===== src/conv3x3_image_filter_assert.svh =====
// Assertion macros shared by the 3x3 convolution filter modules.
// Depends on nothing; the using module must have clk and rst_n in scope.
`ifndef CONV3X3_IMAGE_FILTER_ASSERT_SVH
`define CONV3X3_IMAGE_FILTER_ASSERT_SVH
`ifndef NO_ASSERTIONS
`define C3X3F_ASSERT(label, expr, msg) \
    label: assert property (@(posedge clk) disable iff (!rst_n) (expr)) else $error(msg);
`define C3X3F_ASSERT_IMPL(label, ante, cons, msg) \
    label: assert property (@(posedge clk) disable iff (!rst_n) (ante) |-> (cons)) \
        else $error(msg);
`else
`define C3X3F_ASSERT(label, expr, msg)
`define C3X3F_ASSERT_IMPL(label, ante, cons, msg)
`endif
`endif


===== src/c3x3f_pkg.sv =====
// Package of the 3x3 convolution filter: sizes, codes, kernel table and types.
// Used by every module of the block; depends on nothing.
package c3x3f_pkg;

    localparam int MAX_WIDTH  = 1024;
    localparam int MAX_HEIGHT = 4096;

    localparam int COL_W = $clog2(MAX_WIDTH);
    localparam int ROW_W = $clog2(MAX_HEIGHT);
    localparam int WID_W = $clog2(MAX_WIDTH + 1);
    localparam int HGT_W = $clog2(MAX_HEIGHT + 1);
    localparam int LAG_W = $clog2(MAX_WIDTH + 2);

    localparam int PIX_W  = 8;
    localparam int KSEL_W = 4;
    localparam int FW_W   = 11;
    localparam int FH_W   = 13;

    // Both queues use power-of-two depths so their pointers wrap naturally.
    localparam int QDEPTH = 4;
    localparam int QPTR_W = $clog2(QDEPTH);
    localparam int QCNT_W = $clog2(QDEPTH + 1);
    localparam int ODEPTH = 4;
    localparam int OPTR_W = $clog2(ODEPTH);
    localparam int OCNT_W = $clog2(ODEPTH + 1);

    localparam int APB_ADDR_W = 4;
    localparam int APB_DATA_W = 32;
    localparam int REG_IDX_W  = 2;

    localparam logic [REG_IDX_W-1:0] REG_KERNEL_SELECT = 2'd0;
    localparam logic [REG_IDX_W-1:0] REG_FRAME_WIDTH   = 2'd1;
    localparam logic [REG_IDX_W-1:0] REG_FRAME_HEIGHT  = 2'd2;

    localparam logic [KSEL_W-1:0] KSEL_RESET = 4'd3;
    localparam logic [FW_W-1:0]   FW_RESET   = 11'd1024;
    localparam logic [FH_W-1:0]   FH_RESET   = 13'd4096;

    localparam logic OP_PIXEL = 1'b0;
    localparam logic OP_DRAIN = 1'b1;

    localparam logic [KSEL_W-1:0] KER_BLUR         = 4'd0;
    localparam logic [KSEL_W-1:0] KER_BOTTOM_SOBEL = 4'd1;
    localparam logic [KSEL_W-1:0] KER_EMBOSS       = 4'd2;
    localparam logic [KSEL_W-1:0] KER_IDENTITY     = 4'd3;
    localparam logic [KSEL_W-1:0] KER_LEFT_SOBEL   = 4'd4;
    localparam logic [KSEL_W-1:0] KER_OUTLINE      = 4'd5;
    localparam logic [KSEL_W-1:0] KER_RIGHT_SOBEL  = 4'd6;
    localparam logic [KSEL_W-1:0] KER_SHARPEN      = 4'd7;
    localparam logic [KSEL_W-1:0] KER_TOP_SOBEL    = 4'd8;

    // The blur weights 625/1250/2500 over 10000 equal 1/2/4 over 16.
    localparam int BLUR_SHIFT = 4;

    localparam int PROD_W = 14;
    localparam int SUM_W  = 16;

    typedef logic [KSEL_W-1:0] ksel_t;
    typedef logic signed [4:0] coef_t;

    localparam coef_t KERN_TAB [9][3][3] = '{
        '{'{1, 2, 1}, '{2, 4, 2}, '{1, 2, 1}},
        '{'{-1, -2, -1}, '{0, 0, 0}, '{1, 2, 1}},
        '{'{-2, -1, 0}, '{-1, 1, 1}, '{0, 1, 2}},
        '{'{0, 0, 0}, '{0, 1, 0}, '{0, 0, 0}},
        '{'{1, 0, -1}, '{2, 0, -2}, '{1, 0, -1}},
        '{'{-1, -1, -1}, '{-1, 8, -1}, '{-1, -1, -1}},
        '{'{-1, 0, 1}, '{-2, 0, 2}, '{-1, 0, 1}},
        '{'{0, -1, 0}, '{-1, 5, -1}, '{0, -1, 0}},
        '{'{1, 2, 1}, '{0, 0, 0}, '{-1, -2, -1}}
    };

    // Kernel numbers past the table select an all-zero kernel.
    function automatic coef_t kernel_coef(input ksel_t ksel, input int r, input int k);
        coef_t c;
        c = '0;
        if (ksel <= KER_TOP_SOBEL)
        begin
            c = KERN_TAB[int'(ksel)][r][k];
        end
        return c;
    endfunction

    typedef struct packed {
        logic             opcode;
        logic [PIX_W-1:0] pixel_in;
    } in_item_t;

    typedef struct packed {
        logic [PIX_W-1:0] pixel_out;
        logic             frame_last;
    } out_item_t;

    typedef struct packed {
        logic             shift;
        logic             emit;
        logic             interior;
        logic             last;
        logic [PIX_W-1:0] top;
        logic [PIX_W-1:0] mid;
        logic [PIX_W-1:0] px;
    } cmd_t;

    typedef struct packed {
        logic [QCNT_W-1:0] count;
        logic              nonempty;
    } qstat_t;

    typedef struct packed {
        logic [WID_W-1:0] width;
        logic [HGT_W-1:0] height;
    } geom_t;

    typedef struct packed {
        logic [PIX_W-1:0] upper;
        logic [PIX_W-1:0] middle;
    } line_word_t;

endpackage


===== src/c3x3f_back.sv =====
// Back part of the filter: shifts the 3x3 window, applies the kernel in two
// stages and buffers results for the output side. Uses c3x3f_pkg.
`include "conv3x3_image_filter_assert.svh"

module c3x3f_back (
    input  logic                 clk,
    input  logic                 rst_n,
    input  logic                 restart,
    input  c3x3f_pkg::ksel_t     kernel_sel,
    input  c3x3f_pkg::cmd_t      q_head,
    input  c3x3f_pkg::qstat_t    qstat,
    output logic                 q_pop,
    output c3x3f_pkg::out_item_t out_data,
    output logic                 empty,
    input  logic                 pop
);
    import c3x3f_pkg::*;

    logic [PIX_W-1:0]        win_reg [3][3];
    logic [PIX_W-1:0]        win_next [3][3];

    logic                    p1_valid_reg;
    logic                    p1_interior_reg;
    logic                    p1_last_reg;
    logic                    p2_valid_reg;
    logic                    p2_interior_reg;
    logic                    p2_last_reg;
    logic signed [SUM_W-1:0] p2_row_reg [3];
    logic signed [SUM_W-1:0] row_sum [3];
    logic signed [SUM_W-1:0] total;
    logic [PIX_W-1:0]        result_pix;

    out_item_t               out_mem [ODEPTH];
    logic [OPTR_W-1:0]       out_wptr_reg, out_wptr_next;
    logic [OPTR_W-1:0]       out_rptr_reg, out_rptr_next;
    logic [OCNT_W-1:0]       out_cnt_reg, out_cnt_next;
    logic                    out_rd;
    logic                    credit_ok;

    // A command that yields a result is taken only when the output buffer has a
    // slot for it, so the two arithmetic stages never stall.
    assign credit_ok = (32'(out_cnt_reg) + 32'(p1_valid_reg) + 32'(p2_valid_reg)) < ODEPTH;
    assign q_pop     = qstat.nonempty && (!q_head.emit || credit_ok);

    always_comb
    begin
        win_next = win_reg;
        if (q_pop && q_head.shift)
        begin
            for (int r = 0; r < 3; r++)
            begin
                win_next[r][0] = win_reg[r][1];
                win_next[r][1] = win_reg[r][2];
            end
            win_next[0][2] = q_head.top;
            win_next[1][2] = q_head.mid;
            win_next[2][2] = q_head.px;
        end
        if (restart)
        begin
            win_next = '{default: '0};
        end
    end

    always_comb
    begin
        for (int r = 0; r < 3; r++)
        begin
            row_sum[r] = '0;
            for (int k = 0; k < 3; k++)
            begin
                row_sum[r] = row_sum[r] +
                    SUM_W'(PROD_W'(kernel_coef(kernel_sel, r, k)) *
                           PROD_W'($signed({1'b0, win_reg[r][k]})));
            end
        end
    end

    always_comb
    begin
        total = p2_row_reg[0] + p2_row_reg[1] + p2_row_reg[2];
        if (kernel_sel == KER_BLUR)
        begin
            total = total >>> BLUR_SHIFT;
        end
        if (!p2_interior_reg || (total < 0))
        begin
            result_pix = '0;
        end
        else if (total > 255)
        begin
            result_pix = 8'd255;
        end
        else
        begin
            result_pix = total[PIX_W-1:0];
        end
    end

    assign out_rd   = pop && (out_cnt_reg != '0);
    assign empty    = (out_cnt_reg == '0);
    assign out_data = out_mem[out_rptr_reg];

    always_comb
    begin
        out_wptr_next = out_wptr_reg;
        out_rptr_next = out_rptr_reg;
        out_cnt_next  = out_cnt_reg;
        if (p2_valid_reg)
        begin
            out_wptr_next = out_wptr_reg + OPTR_W'(1);
        end
        if (out_rd)
        begin
            out_rptr_next = out_rptr_reg + OPTR_W'(1);
        end
        if (p2_valid_reg && !out_rd)
        begin
            out_cnt_next = out_cnt_reg + OCNT_W'(1);
        end
        else if (!p2_valid_reg && out_rd)
        begin
            out_cnt_next = out_cnt_reg - OCNT_W'(1);
        end
    end

    always_ff @(posedge clk or negedge rst_n)
    begin
        if (!rst_n)
        begin
            win_reg      <= '{default: '0};
            p1_valid_reg <= 1'b0;
            p2_valid_reg <= 1'b0;
            out_wptr_reg <= '0;
            out_rptr_reg <= '0;
            out_cnt_reg  <= '0;
        end
        else
        begin
            win_reg      <= win_next;
            p1_valid_reg <= q_pop && q_head.emit;
            p2_valid_reg <= p1_valid_reg;
            out_wptr_reg <= out_wptr_next;
            out_rptr_reg <= out_rptr_next;
            out_cnt_reg  <= out_cnt_next;
        end
    end

    always_ff @(posedge clk)
    begin
        p1_interior_reg <= q_head.interior;
        p1_last_reg     <= q_head.last;
        p2_interior_reg <= p1_interior_reg;
        p2_last_reg     <= p1_last_reg;
        p2_row_reg      <= row_sum;
        if (p2_valid_reg)
        begin
            out_mem[out_wptr_reg] <= '{pixel_out: result_pix, frame_last: p2_last_reg};
        end
    end

    `C3X3F_ASSERT(a_out_credit, (32'(out_cnt_reg) + 32'(p1_valid_reg) + 32'(p2_valid_reg)) <= ODEPTH, "output buffer credit exceeded")
    `C3X3F_ASSERT_IMPL(a_last_on_border, p2_valid_reg && p2_last_reg, !p2_interior_reg, "frame end result inside the image")

endmodule


===== config.mk =====
export PLATFORM = sky130hd
export DESIGN_NAME = c3x3f_back
export DESIGN_NICKNAME = d
export VERILOG_FILES = /design/src/c3x3f_pkg.sv /design/src/c3x3f_back.sv
export VERILOG_INCLUDE_DIRS = /design/src /design/src/src
export SDC_FILE = /design/constraint.sdc
export NUM_CORES = 1
export LEC_CHECK = 0
export BUFFER_PORTS_ARGS = -buffer_cell sky130_fd_sc_hd__buf_4
export CORE_ASPECT_RATIO = 0.6
export CORE_MARGIN = 2
export CORE_UTILIZATION = 50
export CTS_CLUSTER_SIZE = 16
export DETAILED_ROUTE_END_ITERATION = 8
export PLACE_DENSITY = 0.66
export SLEW_MARGIN = 30
export SYNTH_ARGS = -nofsm -noshare
export SYNTH_HDL_FRONTEND = slang
export SYNTH_SLANG_ARGS = --single-unit

===== constraint.sdc =====
create_clock -name clk -period 6.7 [get_ports clk]
set_input_delay 0.67 -clock clk [delete_from_list [all_inputs] [get_ports clk]]
set_output_delay 0.67 -clock clk [all_outputs]
set_load 0.05 [all_outputs]

==> results of run 1 <==
==> final timing paths <==
path | to | slack [ps] | from
min in group clk | p1_last_reg | 310 | q_head[24]
worst min-delay path | win_reg[39] | 150 | rst_n
worst max register to register | p2_row_reg[29] | 840 | win_reg[26]
max in group asynchronous | win_reg[17] | 5480 | rst_n
worst min register to register | p2_last_reg | 340 | p1_last_reg
worst max-delay path | p2_row_reg[14] | 310 | kernel_sel[0]
==> layer usage <==
| metal | global-route usage | part of all wire | wire length (um) | vias up |
|---|---|---|---|---|
| met5 | 0 | 0 | 0 | - |
| met4 | 0.0369 | 0.0081 | 372 | 0 |
| met3 | 0.0581 | 0.081 | 3730 | 29 |
| met2 | 0.328 | 0.39 | 18000 | 393 |
| met1 | 0.396 | 0.52 | 23900 | 6541 |
| li1 | - | - | - | 6187 |
==> stage by stage <==
stage / cell area (um2) / hold WS [ps] / instances
after floorplan: 19300 / 310 / 1862
after global placement: 21200 / 317 / 2505
after detailed placement: 21200 / 321 / 2505
after CTS: 21800 / 143 / 2537
after global routing: 21800 / 167 / 2537
final: 21800 / 151 / 2537
==> kinds of logic (layout without fill, tap and decap cells) <==
family,Yosys count,in the layout,share of synthesized area
buffers and inverters,447,609,0.0875
adders and majority gates,526,526,0.460
muxes,14,14,0.0131
and+or+nand+nor,414,414,0.109
xor gates and xnor gates,64,64,0.0290
DFF,169,169,0.214
AOI/OAI and AO/OA,228,228,0.0876
==> cell usage after synthesis, types with 3 or more instances <==
cell / number / area (um2)
inv_1: 405 / 1520
fa_1: 309 / 6190
ha_1: 216 / 2700
nand2_1: 126 / 473
and2_1: 117 / 732
dfrtp_1: 81 / 2030
nor2_1: 76 / 285
a22o_1: 72 / 631
a21oi_1: 54 / 270
dfxtp_1: 52 / 1040
xnor2_1: 46 / 403
edfxtp_1: 36 / 1080
clkbuf_1: 29 / 109
nand2b_1: 29 / 181
o21ai_0: 23 / 115
xor2_1: 18 / 158
nor2b_1: 12 / 75.1
nor3_1: 12 / 60.1
a21o_1: 11 / 82.6
nand3_1: 10 / 50.1
mux4_2: 9 / 203
a31oi_1: 8 / 50.1
o21a_1: 8 / 60.1
o21ai_1: 8 / 40.0
nand4_1: 5 / 31.3
or2_2: 5 / 31.3
or3_1: 5 / 31.3
mux2i_1: 4 / 40.0
nand3b_1: 4 / 30.0
o21bai_1: 4 / 30.0
o31ai_1: 4 / 30.0
a21oi_2: 3 / 26.3
a41oi_1: 3 / 26.3
buf_1: 3 / 11.3
buf_2: 3 / 15.0
clkinv_1: 3 / 11.3
o221ai_1: 3 / 26.3
==> worst max-delay path: stages <==
cell and delay [ps]:
buf_4 90, inv_1 50, ha_1 250, nand3b_1 170, o21ai_0 110, buf_4 190, inv_1 260, nor2_1 110
fa_1 520, inv_1 60, fa_1 500, inv_1 70, fa_1 410, fa_1 580, fa_1 520, inv_1 50
fa_1 470, inv_1 40, ha_1 290, nor3_1 300, o31ai_1 110, buf_4 170, o21ai_0 70, o21ai_1 90
buf_4 160, or4_1 410, nand4_1 80
==> layout make-up <==
class | count | area (um2) | area share
inverters | 410 | 1540 | 0.0708
flip-flops and latches | 169 | 4150 | 0.191
multi-input cells | 1246 | 13500 | 0.621
repair buffers | 167 | 1290 | 0.0593
clock buffers | 17 | 425 | 0.0195
clock inverters | 15 | 193 | 0.00885
well taps | 513 | 642 | 0.0295
==> report_power, final <==
group | internal [mW] | total, mW | switching (mW) | leakage [nW]
sequential | 1.29 | 1.47 | 0.177 | 1.87
combinational | 1.25 | 3.11 | 1.86 | 9.39
clock | 0.542 | 1.06 | 0.516 | 0.304
total | 3.08 | 5.64 | 2.56 | 11.6
==> impl_metrics.csv, run 1 <==
group,metric,value,unit
cells_and_area,fin_nets,2576,
timing,relSlewSlack,0.438,
timing,setup_viol,0,
global_routing,grt_pass1_vias,13559,
synthesis,netlist-cell-type-count,76,
drt,wl_per_cell,18.1,um
cts,cts_buffer_depth,2,
synthesis,synth_seq_cells,169,
place,dp.final_hpwl,38400,um
cells_and_area,fill_cells,3203,
drt,viasPerCell,5.18,
floorplan,std_cell_rows,55,
synthesis,synth_area,19300,um2
timing,worst_pin_slew,843,ps
synthesis,synth-edff-count,36,
cells_and_area,syn_to_final_growth,12.5,%
timing,min_period_over_period,0.954,
timing,timing.final.crit_period,6390,ps
synthesis,async_flop_share,0.479,
cts,cts_setup_buffers,0,
cells_and_area,largest_reg_flops,72,
cts,hold_buffers,0,
timing,rsz0062_at_grt,"no",
floorplan,start_util,0.510,
floorplan,top_level_ports,51,
timing,slew_violations,0,
floorplan,fp.dieArea,40300,um2
timing,skew,13.0,ps
hold_path,min-delay-path-class,"in -> async",
cts,clkSinkCount,169,
pwr,power.leakage,11.6,nW
drt,drt_iter0_drc,881,
timing,max_freq,156,MHz
cells_and_area,drive_above_1_share,0.117,
floorplan,die_h,156,um
floorplan,coreArea,37900,um2
place,port_buffers,47,
cts,insertion_delay,460,ps
timing,finalWorstSetupSlack,307,ps
pwr,total_power,5.64,mW
synthesis,synth_cells,1862,
drt,drc,0,
drt,routed-via-count,13150,
drt,wl,45900,um
pwr,peakVddDrop,0.000244,V
global_routing,grt.overflow.total,0,
global_routing,grt_pass1_wl,75100,um
timing,setup_tns,0,ps
cts,cts_max_level,4,
critical_path,ff2ff_path_depth,18,
critical_path,cp.arrival,6790,ps
synthesis,syn_avg_cell_area,10.4,um2
synthesis,synth_fp_nets,2427,
critical_path,cp_max_fo,6,
job,maxCapViolCount,0,
place,dp_slack,-62.3,ps
global_routing,grt_use_total,0.243,
pwr,powerDensity,259,nW/um2
synthesis,ys.flop_type,"dfrtp_1",
cts,cts.clk_slew.worst_paths,70,ps
global_routing,grt_max_degree,73,
critical_path,critPathKind,"in -> reg",
cts,cts_tree,"yes",
cells_and_area,post-route-util,0.574,
floorplan,die_width,258,um
cts,root_buffer,"clkbuf_16",
drt,first_pass_iters,5,
critical_path,endpoint_kind,"flip-flop",
cells_and_area,layout_commonest_cell,"inv_1",
critical_path,crit_required,7100,ps
drt,postRouteAntennaNets,0,
outcome,outcome,"completed",
cts,ctsResizeCount,0,
cells_and_area,antenna_cells,0,
critical_path,start_kind,"input pin",
cts,cts_made_buffers,17,
place,place_congestion,0.915,
cells_and_area,mostFrequentLayoutCells,"405 x inv_1, 309 x fa_1, 216 x ha_1",
global_routing,grt_antenna_before_repair,0,
timing,final-hold-violation-count,0,
synthesis,yosysWarningCount,0,
synthesis,synth_seq_area_share,0.214,
(Power assumes the default switching activity.)
==> run 2, diff against run 1 <==
- BUFFER_PORTS_ARGS: -buffer_cell sky130_fd_sc_hd__buf_4 -> default
- DONT_BUFFER_PORTS: default -> 1
- PLACE_DENSITY: 0.66 -> default
- PLACE_DENSITY_LB_ADDON: default -> 0.1
==> run 2 against run 1 <==
Net effect:
- wire length decreased by 1.1%
- core utilization decreased by 2.3 points
- highest routed layer unchanged
- fmax grew 2.0%
- register-to-register slack better by 230 ps
==> impl_metrics.csv, run 2 (same netlist as run 1, synthesis figures left out) <==
group,metric,value,unit
outcome,outcome,"completed",
pwr,switchingPower,2.47,mW
place,port_buffers,0,
cells_and_area,fill_cells,3376,
pwr,internal-power,2.93,mW
critical_path,endpoint_kind,"flip-flop",
critical_path,cp_max_fo,11,
timing,timing.final.crit_period,6270,ps
job,maxCapViolCount,0,
cells_and_area,largest_reg_flops,72,
global_routing,grt_max_degree,82,
drt,postRouteAntennaNets,0,
drt,viasPerCell,5.23,
critical_path,cp.arrival,6660,ps
critical_path,crit_required,7090,ps
drt,drc,0,
cells_and_area,syn_to_final_growth,8.05,%
cells_and_area,mostFrequentLayoutCells,"405 x inv_1, 309 x fa_1, 216 x ha_1",
global_routing,grt_pass1_wl,74200,um
pwr,power.leakage,11.0,nW
cells_and_area,antenna_cells,0,
floorplan,std_cell_rows,55,
timing,setup_viol,0,
cells_and_area,layout_commonest_cell,"inv_1",
cts,cts.clk_slew.worst_paths,80,ps
global_routing,grt_antenna_before_repair,0,
pwr,powerDensity,258,nW/um2
global_routing,grt_use_total,0.241,
pwr,pwr-share-clk,0.193,
critical_path,path_depth,21,
critical_path,crit_path_end,"p2_row_reg[14]",
pwr,combPwrFrac,0.535,
pwr,peakVddDrop,0.000228,V
drt,wl_per_cell,18.8,um
critical_path,cp-startpoint,"kernel_sel[1]",
critical_path,critPathKind,"in -> reg",
global_routing,grt_pass1_vias,13513,
critical_path,cp_num_buf_inv,3,
timing,final-hold-violation-count,0,
global_routing,grt.overflow.total,0,
place,place_congestion,0.888,
timing,worst_pin_slew,927,ps
floorplan,die_width,258,um
cts,cts_max_level,4,
critical_path,cp_common_cell,"fa_1",
cts,root_buffer,"clkbuf_16",
drt,drt_iter0_drc,886,
critical_path,timing.rr.end,"p2_row_reg[41]",
timing,skew,14.7,ps
critical_path,slowest_delay,570,ps
cts,cts_buffer_depth,2,
place,place_inst,2380,
place,dp.final_hpwl,37300,um
pwr,p_seq_frac,0.272,
timing,max_freq,160,MHz
cts,ctsResizeCount,0,
pwr,total_power,5.40,mW
critical_path,path_cells,"inv_1, ha_1, nand2_1, o21a_1, o21ai_2, buf_4, nand2_1, fa_1, fa_1, inv_1, fa_1, fa_1, fa_1, fa_1, ha_1, or3_1, o211a_1, o21ai_1, o21ai_1, or4_1, nand4_1",
critical_path,crit_slowest_cell,"fa_1",
cts,insertion_delay,450,ps
timing,rsz0062_at_grt,"no",
floorplan,fp.dieArea,40300,um2
cells_and_area,final_cells,2414,
cells_and_area,drive_above_1_share,0.0605,
floorplan,start_util,0.510,
hold_path,min-delay-path-class,"in -> async",
cts,clkSinkCount,169,
drt,routed-via-count,12629,
cts,cts_made_buffers,17,
critical_path,reg2reg_slack,1070,ps
cts,cts_tree,"yes",
floorplan,top_level_ports,51,
timing,setup_tns,0,ps
drt,wl,45400,um
critical_path,timing.rr.start,"win_reg[49]",
cells_and_area,fin_nets,2453,
timing,slew_violations,0,
floorplan,die_h,156,um
drt,first_pass_iters,7,
floorplan,coreArea,37900,um2
critical_path,start_kind,"input pin",
timing,min_period_over_period,0.936,
critical_path,ff2ff_path_depth,16,
critical_path,cp_top_family,"adder cells",
timing,relSlewSlack,0.379,
pwr,p_sw_frac,0.458,
## run 2: power by group through the flow
stage	clock [mW]	combinational (mW)	sequential, mW
after floorplan	0	2.25	1.39
after CTS	1.06	2.89	1.47
after global placement	0	2.80	1.49
after detailed placement	0	2.85	1.49
final	1.04	2.89	1.47
after global routing	1.11	3.23	1.49
## run 2: stage by stage
| step | hold slack, ps | util | setup WS, ps | cell area, um2 |
|---|---|---|---|---|
| floorplan | 310 | - | 89.8 | 19300 |
| global placement | 316 | 0.533 | 61.6 | 20200 |
| detailed placement | 317 | 0.534 | -19.2 | 20200 |
| CTS | 102 | 0.551 | 460 | 20900 |
| global route | 67.8 | 0.551 | 19.4 | 20900 |
| finish | 50.0 | 0.551 | 432 | 20900 |
## run 2: worst min path at each step
stage	slack [ps]	to	cells past startpoint	from
4_1_cts	100	out_rptr_reg[0]	1	rst_n
2_1_floorplan	310	p2_interior_reg	0	p1_interior_reg
3_5_place_dp	320	p2_last_reg	0	p1_last_reg
3_3_place_gp	320	p2_last_reg	0	p1_last_reg
6_report	50	out_rptr_reg[0]	1	rst_n
5_1_grt	70	out_rptr_reg[1]	1	rst_n
## run 2: layout make-up
cell class | count | area [um2] | area share
inverter | 410 | 1540 | 0.0738
timing repair buffer | 44 | 408 | 0.0195
clock buffer | 17 | 425 | 0.0203
clock inverter | 15 | 196 | 0.00940
sequential | 169 | 4150 | 0.198
tap | 513 | 642 | 0.0307
multi-input combinational | 1246 | 13500 | 0.648
## run 2: timing repair
action | CTS | global route
setup buffers | 0 | 0
hold buffers | 1 | 0
endpoints found under the hold margin | 81 | 0
## run 2: routing by layer
layer	up-vias	GRT usage	part of all wire
met5	-	0	0
met4	0	0.0377	0.0068
met3	25	0.0588	0.067
met2	309	0.330	0.39
met1	6359	0.387	0.54
li1	5936	-	-
