<file path="src/conv3x3_image_filter_assert.svh">
// Assertion macros shared by the 3x3 convolution filter modules.
// Depends on nothing; the using module must have clk and rst_n in scope.
`ifndef CONV3X3_IMAGE_FILTER_ASSERT_SVH
`define CONV3X3_IMAGE_FILTER_ASSERT_SVH
`ifndef NO_ASSERTIONS
`define C3X3F_ASSERT(label, expr, msg) \
    label: assert property (@(posedge clk) disable iff (!rst_n) (expr)) else $error(msg);
`define C3X3F_ASSERT_IMPL(label, ante, cons, msg) \
    label: assert property (@(posedge clk) disable iff (!rst_n) (ante) |-> (cons)) \
        else $error(msg);
`else
`define C3X3F_ASSERT(label, expr, msg)
`define C3X3F_ASSERT_IMPL(label, ante, cons, msg)
`endif
`endif

</file>
<file path="src/c3x3f_pkg.sv">
// Package of the 3x3 convolution filter: sizes, codes, kernel table and types.
// Used by every module of the block; depends on nothing.
package c3x3f_pkg;

    localparam int MAX_WIDTH  = 1024;
    localparam int MAX_HEIGHT = 4096;

    localparam int COL_W = $clog2(MAX_WIDTH);
    localparam int ROW_W = $clog2(MAX_HEIGHT);
    localparam int WID_W = $clog2(MAX_WIDTH + 1);
    localparam int HGT_W = $clog2(MAX_HEIGHT + 1);
    localparam int LAG_W = $clog2(MAX_WIDTH + 2);

    localparam int PIX_W  = 8;
    localparam int KSEL_W = 4;
    localparam int FW_W   = 11;
    localparam int FH_W   = 13;

    // Both queues use power-of-two depths so their pointers wrap naturally.
    localparam int QDEPTH = 4;
    localparam int QPTR_W = $clog2(QDEPTH);
    localparam int QCNT_W = $clog2(QDEPTH + 1);
    localparam int ODEPTH = 4;
    localparam int OPTR_W = $clog2(ODEPTH);
    localparam int OCNT_W = $clog2(ODEPTH + 1);

    localparam int APB_ADDR_W = 4;
    localparam int APB_DATA_W = 32;
    localparam int REG_IDX_W  = 2;

    localparam logic [REG_IDX_W-1:0] REG_KERNEL_SELECT = 2'd0;
    localparam logic [REG_IDX_W-1:0] REG_FRAME_WIDTH   = 2'd1;
    localparam logic [REG_IDX_W-1:0] REG_FRAME_HEIGHT  = 2'd2;

    localparam logic [KSEL_W-1:0] KSEL_RESET = 4'd3;
    localparam logic [FW_W-1:0]   FW_RESET   = 11'd1024;
    localparam logic [FH_W-1:0]   FH_RESET   = 13'd4096;

    localparam logic OP_PIXEL = 1'b0;
    localparam logic OP_DRAIN = 1'b1;

    localparam logic [KSEL_W-1:0] KER_BLUR         = 4'd0;
    localparam logic [KSEL_W-1:0] KER_BOTTOM_SOBEL = 4'd1;
    localparam logic [KSEL_W-1:0] KER_EMBOSS       = 4'd2;
    localparam logic [KSEL_W-1:0] KER_IDENTITY     = 4'd3;
    localparam logic [KSEL_W-1:0] KER_LEFT_SOBEL   = 4'd4;
    localparam logic [KSEL_W-1:0] KER_OUTLINE      = 4'd5;
    localparam logic [KSEL_W-1:0] KER_RIGHT_SOBEL  = 4'd6;
    localparam logic [KSEL_W-1:0] KER_SHARPEN      = 4'd7;
    localparam logic [KSEL_W-1:0] KER_TOP_SOBEL    = 4'd8;

    // The blur weights 625/1250/2500 over 10000 equal 1/2/4 over 16.
    localparam int BLUR_SHIFT = 4;

    localparam int PROD_W = 14;
    localparam int SUM_W  = 16;

    typedef logic [KSEL_W-1:0] ksel_t;
    typedef logic signed [4:0] coef_t;

    localparam coef_t KERN_TAB [9][3][3] = '{
        '{'{1, 2, 1}, '{2, 4, 2}, '{1, 2, 1}},
        '{'{-1, -2, -1}, '{0, 0, 0}, '{1, 2, 1}},
        '{'{-2, -1, 0}, '{-1, 1, 1}, '{0, 1, 2}},
        '{'{0, 0, 0}, '{0, 1, 0}, '{0, 0, 0}},
        '{'{1, 0, -1}, '{2, 0, -2}, '{1, 0, -1}},
        '{'{-1, -1, -1}, '{-1, 8, -1}, '{-1, -1, -1}},
        '{'{-1, 0, 1}, '{-2, 0, 2}, '{-1, 0, 1}},
        '{'{0, -1, 0}, '{-1, 5, -1}, '{0, -1, 0}},
        '{'{1, 2, 1}, '{0, 0, 0}, '{-1, -2, -1}}
    };

    // Kernel numbers past the table select an all-zero kernel.
    function automatic coef_t kernel_coef(input ksel_t ksel, input int r, input int k);
        coef_t c;
        c = '0;
        if (ksel <= KER_TOP_SOBEL)
        begin
            c = KERN_TAB[int'(ksel)][r][k];
        end
        return c;
    endfunction

    typedef struct packed {
        logic             opcode;
        logic [PIX_W-1:0] pixel_in;
    } in_item_t;

    typedef struct packed {
        logic [PIX_W-1:0] pixel_out;
        logic             frame_last;
    } out_item_t;

    typedef struct packed {
        logic             shift;
        logic             emit;
        logic             interior;
        logic             last;
        logic [PIX_W-1:0] top;
        logic [PIX_W-1:0] mid;
        logic [PIX_W-1:0] px;
    } cmd_t;

    typedef struct packed {
        logic [QCNT_W-1:0] count;
        logic              nonempty;
    } qstat_t;

    typedef struct packed {
        logic [WID_W-1:0] width;
        logic [HGT_W-1:0] height;
    } geom_t;

    typedef struct packed {
        logic [PIX_W-1:0] upper;
        logic [PIX_W-1:0] middle;
    } line_word_t;

endpackage

</file>
<file path="src/c3x3f_queue.sv">
// Short command queue between the front and back parts of the filter.
// Depends on c3x3f_pkg for the command type and the depth.
`include "conv3x3_image_filter_assert.svh"

module c3x3f_queue (
    input  logic              clk,
    input  logic              rst_n,
    input  logic              push,
    input  c3x3f_pkg::cmd_t   din,
    input  logic              pop,
    output c3x3f_pkg::cmd_t   dout,
    output c3x3f_pkg::qstat_t stat
);
    import c3x3f_pkg::*;

    cmd_t              mem [QDEPTH];
    logic [QPTR_W-1:0] wptr_reg, wptr_next;
    logic [QPTR_W-1:0] rptr_reg, rptr_next;
    logic [QCNT_W-1:0] cnt_reg, cnt_next;
    logic              do_pop;

    assign do_pop        = pop && (cnt_reg != '0);
    assign dout          = mem[rptr_reg];
    assign stat.count    = cnt_reg;
    assign stat.nonempty = (cnt_reg != '0);

    always_comb
    begin
        wptr_next = wptr_reg;
        rptr_next = rptr_reg;
        cnt_next  = cnt_reg;
        if (push)
        begin
            wptr_next = wptr_reg + QPTR_W'(1);
        end
        if (do_pop)
        begin
            rptr_next = rptr_reg + QPTR_W'(1);
        end
        if (push && !do_pop)
        begin
            cnt_next = cnt_reg + QCNT_W'(1);
        end
        else if (!push && do_pop)
        begin
            cnt_next = cnt_reg - QCNT_W'(1);
        end
    end

    always_ff @(posedge clk or negedge rst_n)
    begin
        if (!rst_n)
        begin
            wptr_reg <= '0;
            rptr_reg <= '0;
            cnt_reg  <= '0;
        end
        else
        begin
            wptr_reg <= wptr_next;
            rptr_reg <= rptr_next;
            cnt_reg  <= cnt_next;
        end
    end

    always_ff @(posedge clk)
    begin
        if (push)
        begin
            mem[wptr_reg] <= din;
        end
    end

    `C3X3F_ASSERT(a_queue_no_overflow, !(push && !do_pop && (32'(cnt_reg) == QDEPTH)), "command queue overflow")

endmodule

</file>
<file path="config.mk">
export PLATFORM = sky130hd
export DESIGN_NAME = c3x3f_queue
export DESIGN_NICKNAME = d
export VERILOG_FILES = /design/src/c3x3f_pkg.sv /design/src/c3x3f_queue.sv
export VERILOG_INCLUDE_DIRS = /design/src /design/src/src
export SDC_FILE = /design/constraint.sdc
export NUM_CORES = 1
export LEC_CHECK = 0
export BUFFER_PORTS_ARGS = -buffer_cell sky130_fd_sc_hd__buf_4
export CORE_MARGIN = 2
export CORE_UTILIZATION = 41
export CTS_BUF_LIST = sky130_fd_sc_hd__clkbuf_8
export DETAILED_ROUTE_END_ITERATION = 8
export GPL_TIMING_DRIVEN = 0
export MAX_ROUTING_LAYER = met4
export PLACE_DENSITY = 0.65
export SYNTH_ARGS = -nofsm -noshare
export SYNTH_HDL_FRONTEND = slang
export SYNTH_SLANG_ARGS = --single-unit
</file>
<file path="constraint.sdc">
create_clock -name clk -period 2 [get_ports clk]
set_clock_uncertainty 0.1 [all_clocks]
set_input_delay 0.1 -clock clk [delete_from_list [all_inputs] [get_ports clk]]
set_output_delay 0.1 -clock clk [all_outputs]
set_load 0.05 [all_outputs]
</file>
==> results of run 1 <==
[timing repair]
action | in CTS | in global routing
endpoints found under the hold margin | 124 | 0
gates resized for setup | 28 | 12
pin swaps | 6 | 5
hold buffers | 32 | 0
cloned | 1 | 2
setup endpoints to repair | 29 | 28
buffers inserted | 8 | 1
[placed cells by master, fill, tap and decap left out, types with 2 or more instances in the layout]
cell type and n:
buf_6 27, dlygate4sd3_1 32, clkinv_2 2, dfrtp_2 4, clkinv_4 4, inv_1 3, clkbuf_16 2, xnor2_1 3
and2_2 4, bufinv_16 4, ha_1 4, clkbuf_8 17, dfrtp_1 3, clkinvlp_4 2, mux4_2 28, xor2_1 3
buf_8 2, edfxtp_1 112, buf_4 44, buf_12 4
[per-stage QoR]
step | util [%] | power [mW] | cell area, µm² | std cells
finish | 59.3 | 10.4 | 6180 | 454
global route | 59.3 | 10.9 | 6180 | 454
CTS | 58.3 | 10.3 | 6070 | 451
detailed placement | 49.1 | 7.43 | 5110 | 378
global placement | 49.0 | 7.39 | 5110 | 378
floorplan | - | 6.34 | 4470 | 179
[kinds of logic (layout without fill, tap and decap cells)]
family	after synthesis	in the layout	synth area share [%]
flip-flops	119	119	79.8
AND/OR/NAND/NOR	9	9	1.18
buffers and inverters	9	148	1.41
adder cells (fa/ha/maj)	6	6	1.86
multiplexers	29	29	14.5
XOR/XNOR	6	6	1.18
AO/OA/AOI/OAI	1	1	0.113
[layout make-up]
class	instances	area, µm²	area share [%]
multi-input combinational	51	866	14.0
timing repair buffer	107	1060	17.2
clock inverter	15	204	3.30
buffer	6	83.8	1.36
sequential	119	3540	57.4
inverter	3	11.3	0.182
tap	136	170	2.76
clock buffer	17	234	3.79
[power groups by stage]
stage | Combinational, mW | Clock [mW] | Sequential (mW)
4_1_cts | 4.50 | 2.39 | 3.42
2_1_floorplan | 2.77 | 0 | 3.57
3_3_place_gp | 3.89 | 0 | 3.50
5_1_grt | 4.92 | 2.51 | 3.46
6_report | 4.67 | 2.35 | 3.42
3_5_place_dp | 3.92 | 0 | 3.51
[critical path: stages, from the launching register on]
cell and delay (ns):
dfrtp_2 0.38, buf_12 0.15, buf_12 0.13, mux4_2 0.54, buf_8 0.18
[how the worst max path moves through the flow]
stage          depth (start not counted)                     end                    start  slack, ns
2_1_floorplan                          8  cnt_reg[2]$_DFFE_PN0P_   cnt_reg[2]$_DFFE_PN0P_      -0.21
3_3_place_gp                           3     mem[0][3]$_DFFE_PP_  wptr_reg[0]$_DFFE_PN0P_      -0.36
3_5_place_dp                           8  cnt_reg[2]$_DFFE_PN0P_   cnt_reg[2]$_DFFE_PN0P_      -0.04
4_1_cts                                4                 dout[4]  rptr_reg[0]$_DFFE_PN0P_      -0.02
5_1_grt                                8  cnt_reg[2]$_DFFE_PN0P_   cnt_reg[2]$_DFFE_PN0P_      -0.12
6_report                               4                dout[12]  rptr_reg[0]$_DFFE_PN0P_     -0.001
[per-layer routing]
metal | share of wire [%] | vias to the layer above | wire length [µm]
li1 | - | 1002 | -
met1 | 45 | 1125 | 3590
met2 | 51 | 65 | 4050
met3 | 3.5 | 10 | 277
met4 | 1.2 | 0 | 97
met5 | 0 | - | 0
==> results.json, run 1 <==
{
  "status": "finished with violations",
  "failed_checks": "negative setup slack",
  "post-synth-top-count-cell": "edfxtp_1",
  "setup_tns_ns": -0.00122,
  "vias": 2202,
  "final_nets": 343,
  "drv_slew": 0,
  "final-hold-violation-count": 0,
  "arrival_ns": 1.80,
  "cts_tree": "yes",
  "overflow": 0,
  "clockBufferDepth": 2,
  "powerDensity_nw_per_um2": 1690,
  "fp.dieW_um": 108,
  "portBuffers": 63,
  "drv_cap": 0,
  "synth_commonest_cells": "112 x edfxtp_1, 28 x mux4_2, 7 x dfrtp_1, 5 x ha_1, 4 x and2_1",
  "ys_types": 18,
  "via_per_inst": 4.85,
  "use_met1_pct": 19.3,
  "diodes": 0,
  "critPathCaptureType": "primary output",
  "worstMarginPinSlew_ns": 0.799,
  "r2r-start": "cnt_reg[2]$_DFFE_PN0P_",
  "syn_area_per_cell_um2": 24.8,
  "yosysSeqAreaShare_pct": 79.8,
  "grt_use_total_pct": 15.1,
  "slew_headroom_pct": 46.7,
  "grt_pass1_wl_um": 12200,
  "die_area_um2": 11700,
  "cp-start-kind": "register",
  "setup_ws_ns": -0.00122,
  "ys_top_cells_by_area": "edfxtp_1 76%, mux4_2 14%, dfrtp_1 3.9%, ha_1 1.4%, buf_6 0.76%",
  "cts_inserted_buffers": 17,
  "ir_drop_v": 0.00111,
  "max_clock_freq_mhz": 500,
  "clk_pin_slew_ns": 0.07,
  "leakagePower_nw": 2.22,
  "clock_latency_ns": 0.42,
  "wl_um": 8010,
  "pre_cts_ws_ns": -0.0414,
  "dpl.hpwl_um": 4520,
  "grt.met2_usage_pct": 23.3,
  "switchingPower_mw": 3.78,
  "hold_path_class": "input pin to register",
  "path_max_fanout": 6,
  "grt_pass1_vias": 2369,
  "drive_above_1_share_pct": 48.4,
  "avgRoutedWirePerCell_um": 17.7,
  "area_growth_pct": 39.2,
  "final-setup-viol-count": 1,
  "largest_register_ffs": 112,
  "grt_max_degree": 29,
  "cts_root_buffer": "clkbuf_8",
  "period_needed_ns": 2.00,
  "die_h_um": 108,
  "period_share_pct": 100,
  "start_util_pct": 42.6,
  "row_count": 37,
  "clkPwrFrac_pct": 22.5,
  "synth_top_area_share_pct": 75.8,
  "fill_cells": 777,
  "r2r-end": "cnt_reg[2]$_DFFE_PN0P_",
  "htreeDepth": 4,
  "p_sw_share_pct": 36.3,
  "synth-seq-cells": 119,
  "p_comb_share_pct": 44.8,
  "holdPathStages": 2,
  "rsz0062_at_grt": "true",
  "first_pass_iters": 4,
  "coreArea_um2": 10400,
  "syn_inst": 179,
  "cts_sinks": 119,
  "synthFlopType": "edfxtp_1",
  "critPathRequiredTime_ns": 1.80,
  "reg2reg_depth": 8,
  "power_frac_seq_pct": 32.8,
  "use_met3_pct": 4.34,
  "hold_start": "din[12]",
  "p_int_mw": 6.65,
  "antenna_left": 0,
  "criticalPathCategory": "register to primary output",
  "synth_fp_nets": 217,
  "ys_warn_count": 0,
  "synthesis.area_um2": 4440,
  "busiest_layer": "met2",
  "synth_edf_count": 112,
  "whs_endpoint": "mem[3][12]$_DFFE_PP_",
  "num_io_pins": 64,
  "antenna_found_initial": 0,
  "r2r_slack_ns": 0.02,
  "route.detailed.drc": 0,
  "synthArstFlopShare_pct": 5.88,
  "synthDominantAreaCellType": "edfxtp_1",
  "drt_iter0_drc": 151,
  "timing.hold.ws_ns": 0.326,
  "globalplace.congestion": 0.651
}
Power figures use the tool's default switching activity.
==> inputs of run 2 (changes only) <==
--- a/config.mk
+++ b/config.mk
@@ -7,13 +7,16 @@
 export NUM_CORES = 1
 export LEC_CHECK = 0
 export BUFFER_PORTS_ARGS = -buffer_cell sky130_fd_sc_hd__buf_4
+export CELL_PAD_IN_SITES_DETAIL_PLACEMENT = 0
+export CELL_PAD_IN_SITES_GLOBAL_PLACEMENT = 1
 export CORE_MARGIN = 2
 export CORE_UTILIZATION = 41
 export CTS_BUF_LIST = sky130_fd_sc_hd__clkbuf_8
 export DETAILED_ROUTE_END_ITERATION = 8
 export GPL_TIMING_DRIVEN = 0
+export HOLD_SLACK_MARGIN = 0.06
 export MAX_ROUTING_LAYER = met4
-export PLACE_DENSITY = 0.65
+export PLACE_DENSITY = 0.72
 export SYNTH_ARGS = -nofsm -noshare
 export SYNTH_HDL_FRONTEND = slang
 export SYNTH_SLANG_ARGS = --single-unit
==> results.json, run 2 (same netlist as run 1, synthesis figures left out) <==
{
  "largest_register_ffs": 112,
  "critPathRequiredTime_ns": 2.23,
  "grt_pass1_wl_um": 11400,
  "r2r-end": "cnt_reg[2]$_DFFE_PN0P_",
  "portBuffers": 63,
  "dpl.hpwl_um": 4310,
  "antenna_left": 0,
  "setup_ws_ns": -0.000787,
  "cp-start-kind": "register",
  "fin_util_pct": 58.5,
  "htreeDepth": 4,
  "cts_root_buffer": "clkbuf_8",
  "period_share_pct": 100,
  "arrival_ns": 2.23,
  "criticalPathCategory": "register to register",
  "final-hold-violation-count": 0,
  "final_nets": 340,
  "failed_checks": "negative setup slack",
  "cts_inserted_buffers": 17,
  "period_needed_ns": 2.00,
  "path_max_fanout": 2,
  "die_area_um2": 11700,
  "rsz0062_at_grt": "true",
  "num_io_pins": 64,
  "drt_iter0_drc": 118,
  "first_pass_iters": 4,
  "reg2reg_depth": 8,
  "final_common_cell": "edfxtp_1",
  "area_growth_pct": 37.5,
  "overflow": 0,
  "slew_headroom_pct": 46.1,
  "antenna_found_initial": 0,
  "crit_start": "cnt_reg[1]$_DFFE_PN0P_",
  "clockBufferDepth": 2,
  "critPathCaptureType": "register",
  "status": "finished with violations",
  "vias": 2189,
  "clk_pin_slew_ns": 0.07,
  "row_count": 37,
  "drv_slew": 0,
  "hold_path_class": "input pin to register",
  "leakagePower_nw": 2.18,
  "r2r_slack_ns": -0.0008,
  "final_cell_mix": "112 x edfxtp_1, 42 x buf_4, 32 x dlygate4sd3_1, 28 x mux4_2, 28 x buf_6",
  "die_h_um": 108,
  "fp.dieW_um": 108,
  "grt_pass1_vias": 2266,
  "ir_drop_v": 0.000953,
  "grt_max_degree": 29,
  "avgRoutedWirePerCell_um": 16.9,
  "start_util_pct": 42.6,
  "cts_sinks": 119,
  "finalPower_mw": 10.1,
  "final-setup-viol-count": 1,
  "clock_latency_ns": 0.41,
  "worstMarginPinSlew_ns": 0.808,
  "grt_use_total_pct": 14.3,
  "coreArea_um2": 10400,
  "via_per_inst": 4.85,
  "globalplace.congestion": 0.666,
  "diodes": 0,
  "max_clock_freq_mhz": 500,
  "drive_above_1_share_pct": 47.9,
  "cts_tree": "yes",
  "drv_cap": 0,
  "crit_end": "cnt_reg[2]$_DFFE_PN0P_",
  "r2r-start": "cnt_reg[1]$_DFFE_PN0P_",
  "wl_um": 7610,
  "route.detailed.drc": 0,
  "powerDensity_nw_per_um2": 1660
}
[run 2: cell type report]
cell class | count | area [µm²]
sequential | 119 | 3540
clock inverter | 15 | 163
clock buffer | 17 | 234
tap | 136 | 170
fill | 803 | 4320
timing repair buffer | 104 | 1030
multi-input combinational | 51 | 866
buffer | 6 | 80.1
inverter | 3 | 11.3
[run 2: metrics by stage]
stage | instances | TNS [ns] | worst slack, ns | hold slack [ns] | cell area [µm²]
after global placement | 378 | -35.05 | -0.354 | -0.180 | 5110
final | 451 | -0.000787 | -0.000787 | 0.328 | 6100
after detailed placement | 378 | -0.0255 | -0.0255 | -0.180 | 5110
after global routing | 451 | -0.686 | -0.121 | 0.298 | 6100
after floorplan | 179 | -0.389 | -0.212 | -0.296 | 4470
after CTS | 445 | -0.0439 | -0.0127 | 0.296 | 5860
[run 2: power breakdown]
group	switching, mW	total (mW)	internal [mW]
combinational	2.64	4.58	1.94
sequential	0.138	3.43	3.29
clock	0.922	2.13	1.21
total	3.70	10.1	6.44
[run 2: timing repair]
item	4_1_cts	5_1_grt
gates cloned	0	3
hold buffers	32	0
pin swaps	2	3
setup buffers	3	3
resized for setup	4	32
endpoints found under the hold margin	125	0
setup endpoints to repair	26	27
[run 2: metal layers]
metal / global-route usage, % / up-vias / part of all wire (%)
li1: - / 994 / -
met1: 17.3 / 1115 / 45
met2: 22.1 / 68 / 49
met3: 4.70 / 12 / 4.9
met4: 6.23 / 0 / 1.1
met5: - / - / 0
[run 2: how the worst min path moves through the flow]
| stage | to | startpoint | depth (start not counted) |
|---|---|---|---|
| after floorplan | cnt_reg[0]$_DFFE_PN0P_ | rst_n | 0 |
| after global placement | cnt_reg[2]$_DFFE_PN0P_ | rst_n | 1 |
| after detailed placement | cnt_reg[2]$_DFFE_PN0P_ | rst_n | 1 |
| after CTS | mem[3][15]$_DFFE_PP_ | din[15] | 2 |
| after global routing | mem[1][26]$_DFFE_PP_ | din[26] | 2 |
| final | mem[2][13]$_DFFE_PP_ | din[13] | 2 |
[run 2: critical path, stage by stage, from the launching register on]
cell and delay (ns):
dfrtp_2 0.41, or3_4 0.40, nand2_4 0.09, ha_4 0.13
inv_2 0.03, fa_2 0.32, xor2_1 0.16, nor2_1 0.13
xor2_1 0.15
==> inputs of run 3 (changes only) <==
==> constraint.sdc (replaced) <==
create_clock -name clk -period 2 [get_ports clk]
set_clock_uncertainty 0.1 [all_clocks]
set_input_delay 0.1 -clock clk [delete_from_list [all_inputs] [get_ports clk]]
set_output_delay 0.1 -clock clk [all_outputs]
set_load 0.02 [all_outputs]
==> results.json, run 3 (same netlist as run 1, synthesis figures left out) <==
{
  "via_per_inst": 4.83,
  "vias": 2152,
  "drive_above_1_share_pct": 47.1,
  "grt_max_degree": 29,
  "drt_iter0_drc": 98,
  "cts_sinks": 119,
  "clock_latency_ns": 0.41,
  "htreeDepth": 4,
  "slew_headroom_pct": 46.2,
  "first_pass_iters": 4,
  "globalplace.congestion": 0.666,
  "cp_common_cell": "xor2_1",
  "worstMarginPinSlew_ns": 0.807,
  "overflow": 0,
  "grt_pass1_wl_um": 11400,
  "drv_cap": 0,
  "antenna_left": 0,
  "max_clock_freq_mhz": 500,
  "period_needed_ns": 2.00,
  "clockBufferDepth": 2,
  "drv_slew": 0,
  "powerDensity_nw_per_um2": 1460,
  "fin_util_pct": 56.5,
  "cts_root_buffer": "clkbuf_8",
  "route.detailed.drc": 0,
  "cts_inserted_buffers": 17,
  "period_share_pct": 100,
  "wl_um": 7350,
  "portBuffers": 63,
  "failed_checks": "negative setup slack",
  "critPathRequiredTime_ns": 2.23,
  "final-setup-viol-count": 1,
  "diodes": 0,
  "row_count": 37,
  "start_util_pct": 42.6,
  "place_inst": 378,
  "clk_pin_slew_ns": 0.07,
  "timing.hold.ws_ns": 0.330,
  "crit_chain": "or3_4 -> nand2_4 -> ha_4 -> inv_2 -> fa_2 -> xor2_1 -> nor2_1 -> xor2_1",
  "grt_pass1_vias": 2266,
  "avgRoutedWirePerCell_um": 16.5,
  "cts_tree": "yes",
  "finalPower_mw": 8.60,
  "slowest_delay_ns": 0.41,
  "leakagePower_nw": 2.09,
  "final_nets": 335,
  "route.met3.wl_um": 359,
  "antenna_found_initial": 0,
  "placedInstanceArea_um2": 5110,
  "final_common_cell": "edfxtp_1",
  "routed-wl-met2_um": 3670,
  "instances_no_fill": 446,
  "hold_path_class": "input pin to register",
  "coreArea_um2": 10400,
  "critPathCaptureType": "register",
  "area_growth_pct": 32.6,
  "setup_ws_ns": -0.00103,
  "die_area_um2": 11700,
  "final_cell_mix": "112 x edfxtp_1, 69 x buf_4, 32 x dlygate4sd3_1, 28 x mux4_2, 17 x clkbuf_8",
  "die_h_um": 108,
  "setup_tns_ns": -0.00103,
  "fp.dieW_um": 108,
  "largest_register_ffs": 112,
  "pre_cts_ws_ns": -0.0255,
  "path_max_fanout": 2,
  "status": "finished with violations",
  "criticalPathCategory": "register to register",
  "final-hold-violation-count": 0,
  "stdcell_area_um2": 5880,
  "num_io_pins": 64,
  "dpl.hpwl_um": 4310,
  "cp-start-kind": "register",
  "crit_path_top_delay_cell": "dfrtp_2",
  "grt_use_total_pct": 14.3,
  "highest_layer": "met4",
  "rsz0062_at_grt": "true",
  "arrival_ns": 2.23,
  "met1_length_um": 3240,
  "ir_drop_v": 0.000740
}
==> run 3: changes by cell type in the layout (fill, tap and decap cells not counted) <==
| cell | before | now |
|---|---|---|
| buf_12 | 4 | 1 |
| buf_8 | 0 | 2 |
| buf_4 | 42 | 69 |
| clkbuf_16 | 3 | 0 |
| buf_6 | 28 | 0 |
==> run 3: report_power, final <==
part	internal, mW	switching [mW]
Combinational	1.48	1.56
Sequential	3.29	0.151
Clock	1.21	0.912
==> run 3: layout make-up <==
cell class | count | area [µm²]
fill | 821 | 4540
timing repair buffer | 99 | 823
clock inverter | 15 | 163
sequential | 119 | 3540
inverter | 3 | 11.3
buffer | 6 | 70.1
multi-input combinational | 51 | 866
clock buffer | 17 | 234
tap | 136 | 170
==> run 3: final timing paths <==
kind / slack, ns / end / depth (start not counted) / from
setup / recovery: -0.001 / cnt_reg[2]$_DFFE_PN0P_ / 8 / cnt_reg[1]$_DFFE_PN0P_
hold / removal: 0.33 / mem[2][13]$_DFFE_PP_ / 2 / din[13]
setup reg to reg: -0.001 / cnt_reg[2]$_DFFE_PN0P_ / 8 / cnt_reg[1]$_DFFE_PN0P_
hold reg to reg: 0.43 / wptr_reg[0]$_DFFE_PN0P_ / 1 / wptr_reg[0]$_DFFE_PN0P_
max in group asynchronous: 0.97 / cnt_reg[1]$_DFFE_PN0P_ / 3 / rst_n
min in group asynchronous: 0.55 / cnt_reg[0]$_DFFE_PN0P_ / 3 / rst_n
==> run 3: critical path, delay by kind of cell, from the launching register on <==
family                   cells  cell delay [ns]
flip-flops                   1             0.41
AND/OR/NAND/NOR              3             0.62
adder cells (fa/ha/maj)      2             0.45
XOR/XNOR                     2             0.31
buffers and inverters        1             0.03
==> run 3: what timing repair did <==
item	in CTS	in global routing
setup endpoints to repair	12	9
resized for setup	4	2
buffers inserted	3	1
pin swaps	2	3
endpoints found under the hold margin	125	0
hold buffers	32	0
==> run 3: layer usage <==
metal	vias up	track usage, %
met1	1095	17.3
met3	11	4.70
li1	985	-
met4	0	6.23
met2	61	22.1
met5	-	-
